==> src/hdl/chained_hash_table_core_macros.svh <==
// assertion macros for the chained hash table core
// no dependencies; define ASSERT_OFF to drop all checks
`ifndef CHAINED_HASH_TABLE_CORE_MACROS_SVH
`define CHAINED_HASH_TABLE_CORE_MACROS_SVH
`ifndef ASSERT_OFF
`define CHT_ASSERT(label, clk, rstn, prop, msg) \
    label: assert property (@(posedge clk) disable iff (!rstn) prop) else $error(msg);
`define CHT_ASSERT_NR(label, clk, prop, msg) \
    label: assert property (@(posedge clk) prop) else $error(msg);
`else
`define CHT_ASSERT(label, clk, rstn, prop, msg)
`define CHT_ASSERT_NR(label, clk, prop, msg)
`endif
`endif

==> src/hdl/cht_ram.sv <==
// generic single-port-write, single-read ram with registered read data
// no dependencies
module cht_ram #(
    parameter int WIDTH = 8,
    parameter int DEPTH = 16
) (
    input  logic                     aclk,
    input  logic                     we,
    input  logic [$clog2(DEPTH)-1:0] waddr,
    input  logic [WIDTH-1:0]         wdata,
    input  logic [$clog2(DEPTH)-1:0] raddr,
    output logic [WIDTH-1:0]         rdata
);
    logic [WIDTH-1:0] mem [DEPTH];

    always_ff @(posedge aclk) begin
        if (we) begin
            mem[waddr] <= wdata;
        end
        rdata <= mem[raddr];
    end
endmodule

==> config.mk <==
export PLATFORM = sky130hd
export DESIGN_NAME = cht_ram
export DESIGN_NICKNAME = d
export VERILOG_FILES = /design/src/hdl/chained_hash_table_core_macros.svh /design/src/hdl/cht_ram.sv
export SDC_FILE = /design/constraint.sdc
export NUM_CORES = 1
export LEC_CHECK = 0
export CORE_ASPECT_RATIO = 0.8
export CORE_MARGIN = 2
export CORE_UTILIZATION = 59
export DETAILED_ROUTE_END_ITERATION = 10
export DONT_BUFFER_PORTS = 1
export GPL_ROUTABILITY_DRIVEN = 0
export PLACE_DENSITY = 0.75
export RECOVER_POWER = 100
export SYNTH_ARGS = -nofsm -noshare
export SYNTH_HDL_FRONTEND = slang
export SYNTH_SLANG_ARGS = --single-unit
==> constraint.sdc <==
create_clock -name aclk -period 2.2 [get_ports aclk]
set_input_delay 0.33 -clock aclk [delete_from_list [all_inputs] [get_ports aclk]]
set_output_delay 0.33 -clock aclk [all_outputs]
set_load 0.1 [all_outputs]
* After elaboration in Yosys (flattened, before gate mapping) *
Memories as Yosys holds them, arrays and structs flattened. A register that Yosys moved wholly into a read port is not among the register bits.
Index checks and enable logic that the tools add are counted.
W data, S select, Z words.

operators by class
  equality and inequality tests = 0
  divide/modulo/power cells = 0
  $lt $le $gt $ge = 0
  multiply operators = 0
  shifts and indexed selects = 0
  mux-type cells = 2
  add/subtract/negate cells = 0
  bitwise logic cells = 0
  reductions and logical operators = 0

operators with widths
  operator  number
  $mux W1   2

storage, ports and cells
  memories = 1
  ROM bits = 0
  output and inout bits = 8
  input bits = 18
  word-level logic and storage cells = 3
  bits in writable memories = 128
  bits in latches = 0
  bits in registers = 0

memory list
  name  words  width  rd ports  clocked after Yosys merged registers in  write ports  line           source
  mem   16     8      1         1                                        1            cht_ram.sv:14  logic [WIDTH-1:0] mem [DEPTH];

* Longest topological paths before layout *
  depth in word-level cells = 2
  depth in mapped cells = 5
  gate-level depth less buffers = 3

* Least setup slack after synthesis *
OpenSTA, ideal clock, no wires.

  path kind = in2reg
  from = input waddr[2]
  to = memory mem[0][0], enable pin
  library setup time = 383 ps
  stages on the path = 2
  data arrival time = 1440 ps
  path slack = 377 ps
  required time = 1817 ps
  path buffers = 0
  cells stage by stage = or3b_2 nor3_1

RTL lines
  item         line           source
  from (decl)  cht_ram.sv:9   input logic [$clog2(DEPTH)-1:0] waddr,
  to (decl)    cht_ram.sv:14

Straight into the memory's write port.

* Final worst setup path *
  from = register rdata[5], read port of mem
  to = output rdata[5]

RTL lines
  item         line           source
  from (decl)  cht_ram.sv:12  output logic [WIDTH-1:0] rdata

No word-level cell between the ends.

==> flow_summary.yaml <==
floorplan:
  die_area_um2: 9493
  core_um2: 8483
  die_h_um: 87.55
  die_w_um: 108.4
  initial_core_util_pct: 60.68
  fp-row-count: 30
  ios: 26
global_routing:
  grt_antenna_before_repair: 1
  grt_overflow_total: 0
  track_usage_pct: 23.56
  grt_pass1_wl_mm: 14.80
  grt_pass1_vias: 2458
  grt_max_degree: 33
setup_path:
  timing.rr.end: "rdata[6]$_DFF_P_"
  cp-start-kind: "flop"
  rr_worst_depth: 3
  crit_slowest_cell: "clkbuf_2"
  path_cells: "clkbuf_2"
  crit_family: "buffers and inverters"
  cpPeakStageDelay_ns: 0.48
  cp-end-kind: "primary output"
  crit_required_ns: 1.87
  crit_type: "flop to primary output"
  regToRegSetupSlack_ns: 0.77
  timing.critical_path.arrival_ns: 1.39
  r2r_start: "mem[11][6]$_DFFE_PP_"
  path_buf_inv: 1
  path_max_fanout: 1
routing:
  drt_wl_total_mm: 10.04
  vias: 2463
  final_antenna_net_count: 0
  drc: 0
  drt_first_pass_iters: 5
  via_per_inst: 6.283
  drt_iter0_drc: 220
  wl_per_cell_um: 25.61
cts:
  cts_hold_buffers: 8
  clkTransAtPathRegs_ns: 0.06
  root_buffer: "clkbuf_8"
  cts_resized: 0
  htree_levels: 4
  cts_tree: "built"
  numCtsBuffers: 17
  clk_path_buf_depth: 2
  post_cts_buffers: 0
  worstSkewPairLatency_ns: 0.53
  clkSinkCount: 136
timing:
  max_slew_margin_pct: 45.83
  fin_crit_ns: 1.722
  slew_violations: 0
  rsz0062_at_grt: "no"
  worst_pin_slew_ns: 0.8095
  skew_ns: 0.01806
  fmax_ghz: 0.5807
  tns_ns: 0
  finalCritPeriodShare_pct: 78.27
  final-hold-violation-count: 0
  setup_viol: 0
pwr:
  switchingPower_mw: 1.244
  power_frac_comb_pct: 6.0
  p_total_mw: 5.823
  clockPowerShare_pct: 44.0
  power_leakage_nw: 1.929
  p_int_mw: 4.579
  seqPwrFrac_pct: 50.1
  swShare_pct: 21.36
  ir_drop_uv: 568.3
  powerDensity_nw_per_um2: 985.8
placement:
  dp_hpwl_mm: 6.039
  io_buffers: 0
flow_run:
  maxCapViolCount: 0
synthesis:
  syn_inst: 229
  synth_nets: 247
  synth_area_per_cell_um2: 22.48
  syn_area_um2: 5147
  ys_warn_count: 0
  synth.distinct_cells: 19
  synth_seq_cells: 136
  yosysSeqAreaShare_pct: 77.78
hold_path:
  holdCritStartpoint: "raddr[1]"
  hp-class: "input port to flop"
  min_path_cells: 3
  min_to: "rdata[3]$_DFF_P_"
finish:
  final_common_cell: "edfxtp_1"
  final_nets: 286
  final_layout_size_suffix_gt1_share_pct: 18.64
  areaGrowthSynthToFinish_pct: 14.75
  final_cell_mix: "edfxtp_1, mux4_2, a22oi_1, clkbuf_16, clkbuf_1"
status:
  status: "finished clean"
## logic make-up after synthesis
logic type      synth area share [%]
compound gates                 2.334
flops                          77.78
mux                            15.02
simple gates                   3.184
buf+inv                        1.677
## flip-flops by register name, summed over array words and instances, names as in the netlist
register  count
mem         128
rdata         8
## power groups by stage
stage	Combinational (mW)	Sequential, mW	Clock (mW)
3_3_place_gp	0.312	2.97	0
6_report	0.347	2.92	2.56
2_1_floorplan	0.147	3.09	0
5_1_grt	0.365	2.92	2.68
4_1_cts	0.364	2.92	2.60
3_5_place_dp	0.315	2.97	0
## cell type report
class,count,area [µm²]
Antenna cell,1,2.502
Clock buffer,19,421.7
Clock inverter,11,108.9
Fill cell,532,2576
Multi-Input combinational cell,83,1057
Sequential cell,136,4004
Tap cell,112,140.1
Timing Repair Buffer,30,172.7
## worst max-delay path by stage
stage                     startpoint                   end  slack (ns)  cells after the start
floorplan                   waddr[2]   mem[0][0]$_DFFE_PP_        0.38                      2
global placement            waddr[0]  mem[14][3]$_DFFE_PP_        0.70                      2
detailed placement          waddr[0]  mem[14][3]$_DFFE_PP_        0.68                      2
CTS                 rdata[5]$_DFF_P_              rdata[5]        0.62                      1
global route        rdata[5]$_DFF_P_              rdata[5]        0.45                      1
finish              rdata[5]$_DFF_P_              rdata[5]        0.48                      1
## layer usage
| metal | GRT usage [%] | share of wire [%] | vias up |
|---|---|---|---|
| li1 | - | - | 1053 |
| met1 | 33.68 | 42 | 1250 |
| met2 | 33.07 | 46 | 145 |
| met3 | 10.27 | 11 | 15 |
| met4 | 8.392 | 1.3 | 0 |
| met5 | 0 | 0 | - |
## cell usage after synthesis
cell type | instances | area share [%]
edfxtp_1 | 128 | 75
mux4_2 | 18 | 7.9
a22oi_1 | 16 | 2.3
mux4_1 | 14 | 7.1
nor2_1 | 13 | 0.95
nand2_1 | 9 | 0.66
dfxtp_1 | 8 | 3.1
nor3_1 | 4 | 0.39
buf_2 | 3 | 0.29
buf_6 | 3 | 0.66
clkdlybuf4s25_2 | 3 | 0.58
nand2b_1 | 2 | 0.24
nand3b_1 | 2 | 0.29
and2_1 | 1 | 0.12
and2b_1 | 1 | 0.15
buf_4 | 1 | 0.15
nand3_1 | 1 | 0.097
nor2b_1 | 1 | 0.12
or3b_2 | 1 | 0.17
## per-stage QoR
stage / instance area [µm²] / util, % / instances / setup WS [ns] / hold slack (ns)
finish: 5907 / 69.63 / 392 / 0.4781 / 0.09254
global route: 5907 / 69.63 / 392 / 0.4463 / 0.09183
CTS: 5977 / 70.46 / 391 / 0.6215 / 0.06635
detailed placement: 5366 / 63.26 / 353 / 0.6801 / 0.4295
global placement: 5366 / 63.26 / 353 / 0.6985 / 0.4300
floorplan: 5147 / - / 229 / 0.3771 / 0.4289
Note: power is estimated with default switching activity, not from simulation.
